==> src/design/gdbd_pkg.sv <==
// gdbd_pkg: shared constants, types and the month length table for the
// gregorian days-between-dates unit. No dependencies.
package gdbd_pkg;

	// field widths and word layout
	localparam int YEAR_BITS_DEF = 14;
	localparam int FIELD_YEAR_W  = 14;
	localparam int MONTH_W       = 4;
	localparam int DAY_W         = 5;
	localparam int COUNT_W       = 23;
	localparam int S_DATA_W      = 48;
	localparam int M_DATA_W      = 24;

	localparam int OFF_Y1 = 0;
	localparam int OFF_M1 = OFF_Y1 + FIELD_YEAR_W;
	localparam int OFF_D1 = OFF_M1 + MONTH_W;
	localparam int OFF_Y2 = OFF_D1 + DAY_W;
	localparam int OFF_M2 = OFF_Y2 + FIELD_YEAR_W;
	localparam int OFF_D2 = OFF_M2 + MONTH_W;
	localparam int S_USED_W = OFF_D2 + DAY_W;

	// result limits
	localparam int COUNT_MAX = 4194303;
	localparam int COUNT_MIN = -31;

	// calendar constants
	localparam int DAYS_PER_YEAR = 365;
	localparam int DEC_DAYS      = 31;
	localparam int LAST_MONTH    = 12;

	// reciprocal of 25 for (n/4)/25 = n/100, exact for quotients below 2^14
	localparam int RECIP_W     = 16;
	localparam int RECIP_25    = 41944;
	localparam int RECIP_SHIFT = 20;

	typedef enum logic [3:0] {
		ST_IDLE,
		ST_LMUL,
		ST_LADD,
		ST_YMUL,
		ST_BASE,
		ST_YADD,
		ST_WALKA,
		ST_WALKB,
		ST_DONE
	} state_t;

	typedef enum logic [1:0] {
		ORD_SAME,
		ORD_BEFORE,
		ORD_AFTER
	} order_t;

	// days in month m, zero for codes outside january to december
	function automatic logic [DAY_W-1:0] month_len(input logic [MONTH_W-1:0] m,
			input logic leap);
		logic [DAY_W-1:0] len;
		case (m) inside
			4'd1, 4'd3, 4'd5, 4'd7, 4'd8, 4'd10, 4'd12: len = DAY_W'(31);
			4'd4, 4'd6, 4'd9, 4'd11:                   len = DAY_W'(30);
			4'd2:                                      len = DAY_W'(28) + DAY_W'(leap);
			default:                                   len = '0;
		endcase
		return len;
	endfunction

endpackage

==> src/design/gdbd_mul.sv <==
// gdbd_mul: the shared registered multiplier of the days-between-dates unit,
// used for the divide-by-100 reciprocal and for whole years times 365.
// Depends on nothing.
module gdbd_mul #(
	parameter int A_W = 14,
	parameter int B_W = 16
) (
	input  logic               clk,
	input  logic               en,
	input  logic [A_W-1:0]     a,
	input  logic [B_W-1:0]     b,
	output logic [A_W+B_W-1:0] p
);

	logic [A_W+B_W-1:0] p_q;

	// product register, loaded only when the sequencer asks
	always_ff @(posedge clk) begin
		if (en) begin
			p_q <= (A_W+B_W)'(a) * (A_W+B_W)'(b);
		end
	end

	assign p = p_q;

endmodule

==> src/design/gregorian_days_between_dates_unit.sv <==
// gregorian_days_between_dates_unit: top level, sequencer and accumulator.
// Depends on gdbd_pkg and gdbd_mul.
//
// Returns the signed number of days from the first date to the second
// (0 when the first year is later, saturated at 4194303). One word is taken
// at a time: after acceptance s_tready stays low until the result has been
// loaded into the output register. The work runs on one shared multiplier
// and one accumulating adder: four leap-year counts, each a multiply step and
// an add step, a multiply step for years times 365, one accumulate step (two
// across years), then a step per month walked in each year walked plus a
// closing step for each, and a step to load the result. A first year later
// than the second goes straight to the load step. The next word is taken in
// the cycle after the load at the earliest, and a stalled output holds the
// unit in its load step.
module gregorian_days_between_dates_unit #(
	parameter int YEAR_BITS = gdbd_pkg::YEAR_BITS_DEF
) (
	input  logic                          clk,
	input  logic                          arst_n,
	input  logic                          s_tvalid,
	output logic                          s_tready,
	// fields from bit 0: first_year, first_month, first_day,
	// second_year, second_month, second_day, zero fill
	input  logic [gdbd_pkg::S_DATA_W-1:0] s_tdata,
	output logic                          m_tvalid,
	input  logic                          m_tready,
	// fields from bit 0: day_count (signed), zero fill
	output logic [gdbd_pkg::M_DATA_W-1:0] m_tdata
);
	import gdbd_pkg::*;

	localparam int YW = (YEAR_BITS < FIELD_YEAR_W) ? YEAR_BITS : FIELD_YEAR_W;
	localparam int PW = YW + RECIP_W;
	localparam int AW = YW + 11;

	state_t state_q, state_d;
	order_t order_q;

	logic [YW-1:0]      y1_q, y2_q;
	logic [MONTH_W-1:0] m1_q, m2_q, mon_q;
	logic [DAY_W-1:0]   d1_q, d2_q;
	logic [1:0]         lidx_q;
	logic [YW-1:0]      lcnt_q [4];
	logic signed [AW-1:0] acc_q;
	logic               out_valid_q;
	logic [COUNT_W-1:0] out_data_q;

	logic [YW-1:0]      in_y1, in_y2;
	logic               accept;

	logic               mul_en;
	logic [YW-1:0]      mul_a;
	logic [RECIP_W-1:0] mul_b;
	logic [PW-1:0]      prod;

	logic [YW-1:0]      n_sel, q_ext, h_val, lval;
	logic               leap1, leap2, cur_leap;
	logic [MONTH_W-1:0] walk_lim;
	logic               walk_go;
	logic signed [AW-1:0] base_s, term, acc_sum;
	logic               acc_en, load_out;
	logic signed [31:0] acc_w;
	logic [COUNT_W-1:0] sat_val;

	// input word fields, years cut to the used width
	assign in_y1  = s_tdata[OFF_Y1 +: YW];
	assign in_y2  = s_tdata[OFF_Y2 +: YW];
	assign accept = s_tvalid && s_tready;
	assign s_tready = (state_q == ST_IDLE);

	// year argument of the current leap count: y1-1, y1, y2-1, y2
	always_comb begin
		case (lidx_q)
			2'd0:    n_sel = y1_q - YW'(1);
			2'd1:    n_sel = y1_q;
			2'd2:    n_sel = y2_q - YW'(1);
			default: n_sel = y2_q;
		endcase
	end

	// leap years up to n: n/4 - n/100 + n/400 from the registered product
	assign q_ext = n_sel >> 2;
	assign h_val = YW'(prod >> RECIP_SHIFT);
	assign lval  = q_ext - h_val + (h_val >> 2);

	// leap flags from consecutive counts, year zero counts as leap
	assign leap1 = (y1_q == '0) || (lcnt_q[1] != lcnt_q[0]);
	assign leap2 = (lcnt_q[3] != lcnt_q[2]);

	// shared multiplier operands
	assign mul_a = (state_q == ST_YMUL) ? (y2_q - y1_q - YW'(1)) : q_ext;
	assign mul_b = (state_q == ST_YMUL) ? RECIP_W'(DAYS_PER_YEAR) : RECIP_W'(RECIP_25);

	gdbd_mul #(
		.A_W(YW),
		.B_W(RECIP_W)
	) u_mul (
		.clk(clk),
		.en (mul_en),
		.a  (mul_a),
		.b  (mul_b),
		.p  (prod)
	);

	// starting value: rest of december and leap days in between, or d2 - d1
	always_comb begin
		if (order_q == ORD_BEFORE) begin
			base_s = AW'(DEC_DAYS) - AW'(d1_q) + AW'(d2_q) + AW'(lcnt_q[2] - lcnt_q[1]);
		end else begin
			base_s = AW'(d2_q) - AW'(d1_q);
		end
	end

	// month walk limit and leap flag of the year being walked
	assign walk_lim = (state_q == ST_WALKB) ? m2_q
		: ((order_q == ORD_BEFORE) ? MONTH_W'(LAST_MONTH) : m2_q);
	assign cur_leap = (state_q == ST_WALKB) ? leap2 : leap1;
	assign walk_go  = (mon_q < walk_lim);

	// saturation of the final count
	assign acc_w   = 32'(acc_q);
	assign sat_val = (acc_w > COUNT_MAX) ? COUNT_W'(COUNT_MAX) : acc_q[COUNT_W-1:0];

	// shared accumulating adder
	assign acc_sum = acc_q + term;

	// next state and datapath enables
	always_comb begin
		state_d  = state_q;
		mul_en   = 1'b0;
		acc_en   = 1'b0;
		term     = '0;
		load_out = 1'b0;
		case (state_q)
			ST_IDLE: begin
				if (accept) begin
					state_d = (in_y1 > in_y2) ? ST_DONE : ST_LMUL;
				end
			end
			ST_LMUL: begin
				mul_en  = 1'b1;
				state_d = ST_LADD;
			end
			ST_LADD: begin
				state_d = (lidx_q == 2'd3) ? ST_YMUL : ST_LMUL;
			end
			ST_YMUL: begin
				mul_en  = 1'b1;
				state_d = ST_BASE;
			end
			ST_BASE: begin
				acc_en  = 1'b1;
				term    = base_s;
				state_d = (order_q == ORD_BEFORE) ? ST_YADD : ST_WALKA;
			end
			ST_YADD: begin
				acc_en  = 1'b1;
				term    = AW'(prod[AW-2:0]);
				state_d = ST_WALKA;
			end
			ST_WALKA: begin
				if (walk_go) begin
					acc_en = 1'b1;
					term   = AW'(month_len(mon_q, cur_leap));
				end else begin
					state_d = (order_q == ORD_BEFORE) ? ST_WALKB : ST_DONE;
				end
			end
			ST_WALKB: begin
				if (walk_go) begin
					acc_en = 1'b1;
					term   = AW'(month_len(mon_q, cur_leap));
				end else begin
					state_d = ST_DONE;
				end
			end
			ST_DONE: begin
				if (!out_valid_q || m_tready) begin
					load_out = 1'b1;
					state_d  = ST_IDLE;
				end
			end
			default: state_d = ST_IDLE;
		endcase
	end

	// state register
	always_ff @(posedge clk or negedge arst_n) begin
		if (!arst_n) begin
			state_q <= ST_IDLE;
		end else begin
			state_q <= state_d;
		end
	end

	// operand capture, leap counts, month counter and accumulator
	always_ff @(posedge clk) begin
		if (accept) begin
			y1_q    <= in_y1;
			y2_q    <= in_y2;
			m1_q    <= s_tdata[OFF_M1 +: MONTH_W];
			d1_q    <= s_tdata[OFF_D1 +: DAY_W];
			m2_q    <= s_tdata[OFF_M2 +: MONTH_W];
			d2_q    <= s_tdata[OFF_D2 +: DAY_W];
			order_q <= (in_y1 == in_y2) ? ORD_SAME
				: ((in_y1 < in_y2) ? ORD_BEFORE : ORD_AFTER);
			acc_q   <= '0;
			lidx_q  <= '0;
		end else begin
			if (acc_en) begin
				acc_q <= acc_sum;
			end
			if (state_q == ST_LADD) begin
				lcnt_q[lidx_q] <= lval;
				lidx_q         <= lidx_q + 2'd1;
			end
			if (state_q == ST_BASE || state_q == ST_YADD) begin
				mon_q <= m1_q;
			end else if ((state_q == ST_WALKA || state_q == ST_WALKB) && walk_go) begin
				mon_q <= mon_q + MONTH_W'(1);
			end else if (state_q == ST_WALKA) begin
				mon_q <= MONTH_W'(1);
			end
		end
	end

	// output register
	always_ff @(posedge clk or negedge arst_n) begin
		if (!arst_n) begin
			out_valid_q <= 1'b0;
		end else if (load_out) begin
			out_valid_q <= 1'b1;
		end else if (m_tready) begin
			out_valid_q <= 1'b0;
		end
	end

	always_ff @(posedge clk) begin
		if (load_out) begin
			out_data_q <= sat_val;
		end
	end

	assign m_tvalid = out_valid_q;
	assign m_tdata  = M_DATA_W'(out_data_q);

	// checks
	logic signed [COUNT_W-1:0] out_s;
	assign out_s = out_data_q;

	a_busy_after_accept: assert property (@(posedge clk) disable iff (!arst_n)
		accept |=> !s_tready)
		else $error("ready high right after a word was taken");

	a_later_first_is_zero: assert property (@(posedge clk) disable iff (!arst_n)
		(accept && (in_y1 > in_y2)) |=> (state_q == ST_DONE && acc_q == '0))
		else $error("later first year did not clear the count");

	a_years_after_counts: assert property (@(posedge clk) disable iff (!arst_n)
		(state_q == ST_YMUL) |-> ($past(state_q) == ST_LADD && $past(lidx_q) == 2'd3))
		else $error("year product started before all leap counts");

	a_count_floor: assert property (@(posedge clk) disable iff (!arst_n)
		out_valid_q |-> (out_s >= COUNT_MIN))
		else $error("day count below the smallest possible value");

endmodule

==> config.mk <==
export PLATFORM = sky130hd
export DESIGN_NAME = gregorian_days_between_dates_unit
export DESIGN_NICKNAME = d
export VERILOG_FILES = /design/src/design/gdbd_pkg.sv /design/src/design/gdbd_mul.sv /design/src/design/gregorian_days_between_dates_unit.sv
export SDC_FILE = /design/constraint.sdc
export NUM_CORES = 1
export LEC_CHECK = 0
export BUFFER_PORTS_ARGS = -buffer_cell sky130_fd_sc_hd__buf_2
export CAP_MARGIN = 20
export CORE_AREA = 2 2 170 255
export DETAILED_ROUTE_END_ITERATION = 7
export DIE_AREA = 0 0 172 257
export GPL_ROUTABILITY_DRIVEN = 0
export PLACE_DENSITY = 0.55
export SYNTH_ARGS = -nofsm -noshare
export SYNTH_HDL_FRONTEND = slang
export SYNTH_SLANG_ARGS = --single-unit
==> constraint.sdc <==
create_clock -name clk -period 9 [get_ports clk]
set_input_delay 1.35 -clock clk [delete_from_list [all_inputs] [get_ports clk]]
set_output_delay 1.35 -clock clk [all_outputs]
set_load 0.05 [all_outputs]
# [Word level (Yosys, flattened, before mapping)]
# Memory sizes are Yosys's and may differ from the RTL's.
# Cells that the tools add are included.
[word_totals] out_inout_bits=26 memories=1 regBits=137 word_cells=121 ramBits=56 latch_bits=0 mem_bits_ro=0
[classes] magnitude_cmp=4 addsub=15 mul=1 muxes=35 n_bitwise=1 n_eq_ne=31 n_shift=0 div_mod_pow=0 reduce_logical=19
[mem_list] memory="lcnt_q" depth=4 word_bits=14 read_ports=4 rd_ports_with_merged_regs=0 write_ports=1 line_no="gregorian_days_between_dates_unit.sv:43" text="logic [YW-1:0] lcnt_q [4];"
[ops] operator="25-bit one-hot mux with 3 select lines" count=1
[ops] operator="4-bit two-way mux" count=11
[ops] operator="14-bit one-hot mux with 3 select lines" count=1
[ops] operator="14-bit by 1-bit subtractor with 14-bit output, second input constant" count=3
[ops] operator="4-bit one-hot mux with 9 select lines" count=1
[ops] operator="4-bit by 3-bit equality test with 1-bit output, second input constant" count=8
[ops] operator="14-bit by 16-bit multiplier with 30-bit output" count=1
[ops] operator="14-bit inequality test" count=2
[ops] operator="25-bit adder" count=1
[ops] operator="25-bit by 23-bit greater-than comparator with 1-bit output, second input constant" count=1
[ops] operator="25-bit two-way mux" count=1
[ops] operator="4-bit equality test, second input constant" count=6
[ops] operator="5-bit two-way mux" count=4
[ops] operator="7-bit by 15-bit adder with 16-bit output" count=1
[ops] operator="4-bit by 2-bit equality test with 1-bit output, second input constant" count=4
[ops] operator="16-bit two-way mux" count=1
[ops] operator="14-bit by 14-bit subtractor with 15-bit output" count=1
[ops] operator="13-bit by 9-bit adder with 14-bit output" count=1
[ops] operator="14-bit equality test" count=1
[ops] operator="14-bit greater-than comparator" count=1
[ops] operator="14-bit zero test" count=1
[ops] operator="14-bit less-than comparator" count=1
[ops] operator="14-bit two-way mux" count=1
[ops] operator="14-bit subtractor" count=1
[ops] operator="other kinds (29)" count=51

# [Depth between registers and ports, before layout]
# An unclocked memory read counts as a cell.
[logic_depth] depth_word=11 mapped_depth=35

# [Cells and area by module]
# Synthesis repeated with hierarchy kept, for this count alone.
[unflattened] cells_unflattened=2085 hier_area_um2=19861.5
[modules_own_cells] module="gregorian_days_between_dates_unit" area_per_inst_um2=11469.8 n_inst=1 cells_each=1187
[modules_own_cells] module="gdbd_mul" area_per_inst_um2=8391.8 n_inst=1 cells_each=898

# [Worst setup path before layout]
# OpenSTA, ideal clock, no wires.
[synth_path] kind="reg-to-reg" start="register y1_q[0]" end="register u_mul.p_q[28], in the netlist u_mul.p[28] (data pin)" setup_ns=0.258 t_arrival_ns=7.564 path_buffers=0 t_required_ns=8.742 setup_slack_ns=1.178 path_stages_with_launch=33 path_cell_list="edfxtp_1 > inv_1 > ha_1 > fa_1 > a21o_1 > a21oi_1 > o21bai_1 > a21oi_1 > o21bai_1 > a21oi_1 > o21ai_0 > a31oi_1 > xor2_1 > nor2_1 > fa_1 > inv_1 > fa_1 > inv_1 > fa_1 > fa_1 > fa_1 > fa_1 > ha_1 > a21o_1 > a21o_1 > a21oi_1 > o21bai_1 > a21o_1 > a21o_1 > a211oi_1 > o2111ai_1 > a21oi_1 > xnor2_1"
[synth_between] elab_chain_cells=4
[synth_lines] item="from (decl)" line_no="gregorian_days_between_dates_unit.sv:39" text="logic [YW-1:0] y1_q, y2_q;"
[synth_lines] item="from (signal assigned)" line_no="gregorian_days_between_dates_unit.sv:199" text="y1_q <= in_y1;"
[synth_lines] item="14-bit subtractor or 14-bit by 1-bit subtractor with 14-bit output (tied branches)" line_no="gregorian_days_between_dates_unit.sv:91, gregorian_days_between_dates_unit.sv:74"
[synth_lines] item="14-bit by 1-bit subtractor with 14-bit output or 14-bit one-hot mux with 3 select lines (tied branches)" line_no="gregorian_days_between_dates_unit.sv:91, gregorian_days_between_dates_unit.sv:73"
[synth_lines] item="14-bit two-way mux (*)" line_no="gregorian_days_between_dates_unit.sv:91" text="assign mul_a = (state_q == ST_YMUL) ? (y2_q - y1_q - YW'(1)) : q_ext;"
[synth_lines] item="14-bit by 16-bit multiplier with 30-bit output (*)" line_no="gdbd_mul.sv:20" text="p_q <= (A_W+B_W)'(a) * (A_W+B_W)'(b);"
[synth_lines] item="to (signal assigned)" line_no="gdbd_mul.sv:20"
[synth_lines] item="to (decl)" line_no="gdbd_mul.sv:15" text="logic [A_W+B_W-1:0] p_q;"
# Every way passes the cells marked *; elsewhere a longest branch is shown, timed or not.
# A chain may end at the register's enable or synchronous reset.

# [Worst setup path in the final report]
# Same ends and word-level chain as after synthesis.

==> results list <==
- Run status: finished, violations left
* Violations in the final reports: design-rule violations
- The first global-routing pass estimated approximately 63000 um of wire.
- The routed design has just under 40000 um of wire.
* Number of diodes added for antenna fixing: 0
* Actual slew at the worst max-slew pin: between 0.9 and 1 ns
- Clock tree from TritonCTS: built
- The Yosys step of the flow raised 0 warnings.
- Clock Root Buffer: clkbuf_16
- Vertical die dimension: about 260 um
- The clock net in this run drives a total of ~190 sinks.
- Data arrives at the worst endpoint at slightly below 9 ns.
- The tightest min-delay check is of the flop to flop type.
* Largest fanout on the critical path: 3
* Worst clock skew on the final layout: 0.01311 ns
- Adding up every negative setup slack in the final design gives 0 ns.
- The cell area that synthesis handed to floorplanning was about 17000 sq um.
- The initial antenna violation count was 0.
- Die area: roughly 44000 sq um
* Library cell with the highest instance count after synthesis: ha_1
- Clock-pin slew was measured on the worst setup and hold paths at about 0.07 ns.
- Total overflow reported by the global router: 0
- TritonCTS buffer count: 17
- Fmax: around 0.12 GHz
- Nature of the critical path endpoint: flop
* Number of instances in the placed design: approximately 2300
- Area share of the leading cell type in the synthesized netlist: ~28%
- Worst setup timing slack at the placement stage: ~0.25 ns
* Antenna-violating nets left: 0
- The first routing iteration left between 700 and 800 violations.
* Number of H-tree branching levels: 4
- Number of hold violations in the final report: 0
- Slowest cell on the critical path: fa_1
- Post-synthesis cell type count: 76
- Final instance count without filler cells: between 2000 and 2500
- The number of setup buffers added after CTS is 0.
- During placement, the flow inserted port buffers numbering 74.
* Setup repair after global routing missed its margin: no
* Final worst-path cycle share: about 94%
- Critical path type: flop to flop
- After detailed placement, the total cell area comes to 18090 sq um.
- List of most frequent post-synthesis cells: 230 x ha_1, 210 x inv_1, 161 x edfxtp_1
- Via density per instance: about 5.1
* Via count of the first global-routing pass: approximately 12000
- Final-layout fill cell count: approximately 4000
- Routed length per placed instance: 16.68 um
* Area overhead of the layout relative to synthesis: 9.898%
- Synthesis-stage register bit count: between 150 and 200
* Library cell appearing most often on the critical path: fa_1
- After detailed routing, the number of remaining DRC violations is 1.
* Number of standard cells after synthesis: approximately 1700
* Worst-Skew Late Latency: around 0.46 ns
- Post-layout nets: about 2200
- Largest net degree at the start of global routing: 47
- Cell accounting for the most synthesized area: edfxtp_1
- The clock passes through at most 2 buffers.
- After routing the design area is approximately 19000 sq um.
- Max-cap viol count: 0
- After synthesis, the cell types taking the most area are edfxtp_1 28%, ha_1 17%, fa_1 11%, xnor2_1 5.4%, inv_1 4.6%.
- In this run the tightest slew margin relative to its limit is between 30% and 40%.
- At the worst endpoint, the required time is about 9 ns.
- Global-route usage over all layers: ~18%
* Category of the worst setup path launch point: flop
- Number of placement rows: just over 90
* Seq/Total Area, Yosys: approximately a third
- Before antenna repair, the detailed router went through 8 iterations.
- Largest stage delay, worst path: 0.57 ns
- Detailed routing inserted a total of about 12000 vias.
- Worst path setup slack after routing: between 0.5 and 0.6 ns
- I/O Pins: 78
* Predominant post-synthesis flop cell: edfxtp_1
- In this run, synthesis inferred ~160 flip-flops with an integrated enable.
* Starting Density: just over 40%
- Number of setup violations in the final report: 0
* Per-instance average area after synthesis: between 9 and 10 sq um
* Max Slew Vio Count: 0
* Die Wd: 172 um
- Proportion of register bits with asynchronous set or reset after synthesis: ~2.6%
* Half-perimeter wire length after detailed placement: about 33000 um
- Layout cell share with drive strength beyond 1: 8.485%
* Core region area: around 42000 sq um
- The clock period could shrink to ~8.5 ns.
## logic make-up after synthesis
group	count (synthesis)	synth area share, %
AO/OA/AOI/OAI	355	13.51
adder cells (fa/ha/maj)	320	27.48
XOR/XNOR	138	7.098
other	1	0.02202
AND/OR/NAND/NOR	452	12.89
multiplexers	14	0.9846
flip-flops	193	32.30
buffers and inverters	255	5.717
## sequential cells by signal (all words and copies together) (netlist names)
register / flops
lcnt_q: 56
acc_q: 25
state_q: 4
y1_q: 14
m_tvalid: 1
d1_q: 5
d2_q: 5
order_q: 2
out_data_q: 23
mon_q: 4
y2_q: 14
u_mul.p: 30
m2_q: 4
lidx_q: 2
m1_q: 4
## layout make-up
cell class | count | area (sq um) | area share (%)
clock inverters | 15 | 163.9 | 0.8759
flip-flops and latches | 193 | 5500 | 29.39
multi-input cells | 1285 | 10620 | 56.73
repair buffers | 91 | 498.0 | 2.661
well taps | 564 | 705.7 | 3.771
inverters | 214 | 803.3 | 4.293
clock buffers | 17 | 425.4 | 2.273
## repair_timing
item                                    4_1_cts  5_1_grt
hold buffers                                  0        0
gates resized for setup                       0        8
endpoints found under the setup margin        0        4
## final timing paths
kind                            cells after the start           to  slack [ns]  startpoint
worst max-delay path                               33  u_mul.p[28]        0.52     y1_q[0]
worst min-delay path                                2    acc_q[12]        0.47   acc_q[12]
worst max register to register                     33  u_mul.p[28]        0.52     y1_q[0]
worst min register to register                      2    acc_q[12]        0.47   acc_q[12]
max in group asynchronous                           1   state_q[2]        8.16      arst_n
min in group asynchronous                           1   state_q[3]        0.70      arst_n
## metrics by stage
stage	util, %	hold slack [ns]
6_report	44.66	0.4740
5_1_grt	44.66	0.4987
4_1_cts	44.59	0.4756
3_5_place_dp	43.18	0.4646
3_3_place_gp	43.18	0.4558
2_1_floorplan	-	0.4421
## critical path: cells and delay by family (launching register included)
family,cells,cell delay [ns]
AO/OA/AOI/OAI,17,3.03
XOR/XNOR,2,0.36
adder cells (fa/ha/maj),9,3.92
buffers and inverters,4,0.38
flip-flops,1,0.42
AND/OR/NAND/NOR,1,0.11
## cell usage in the layout, fill, tap and decap left out, types with 11 or more instances in the layout
master     instances
edfxtp_1         161
nand2_1          145
xnor2_1          105
o21bai_1          23
a21oi_1          104
nand3_1           27
and3_1            12
nand4_1           11
nor2b_1           19
o21ai_0           52
inv_1            210
o21ai_1           19
a211oi_1          14
buf_2             74
nand2b_1          40
buf_4             17
nor3_1            31
fa_1              90
xor2_1            32
ha_1             229
dfxtp_1           27
clkbuf_16         17
nor2_1           103
a21o_1            45
## metal layers
metal  GRT usage [%]  part of all wire, %  up-vias
met5               0                    0        -
met4           4.599                  1.7        0
met3           2.107                  1.7       33
met2           36.42                   57      139
met1           20.44                   40     5849
li1                -                    -     6157
Power is not shown: default switching activity piles up to over one toggle a cycle in this logic, so the estimate is an artifact.
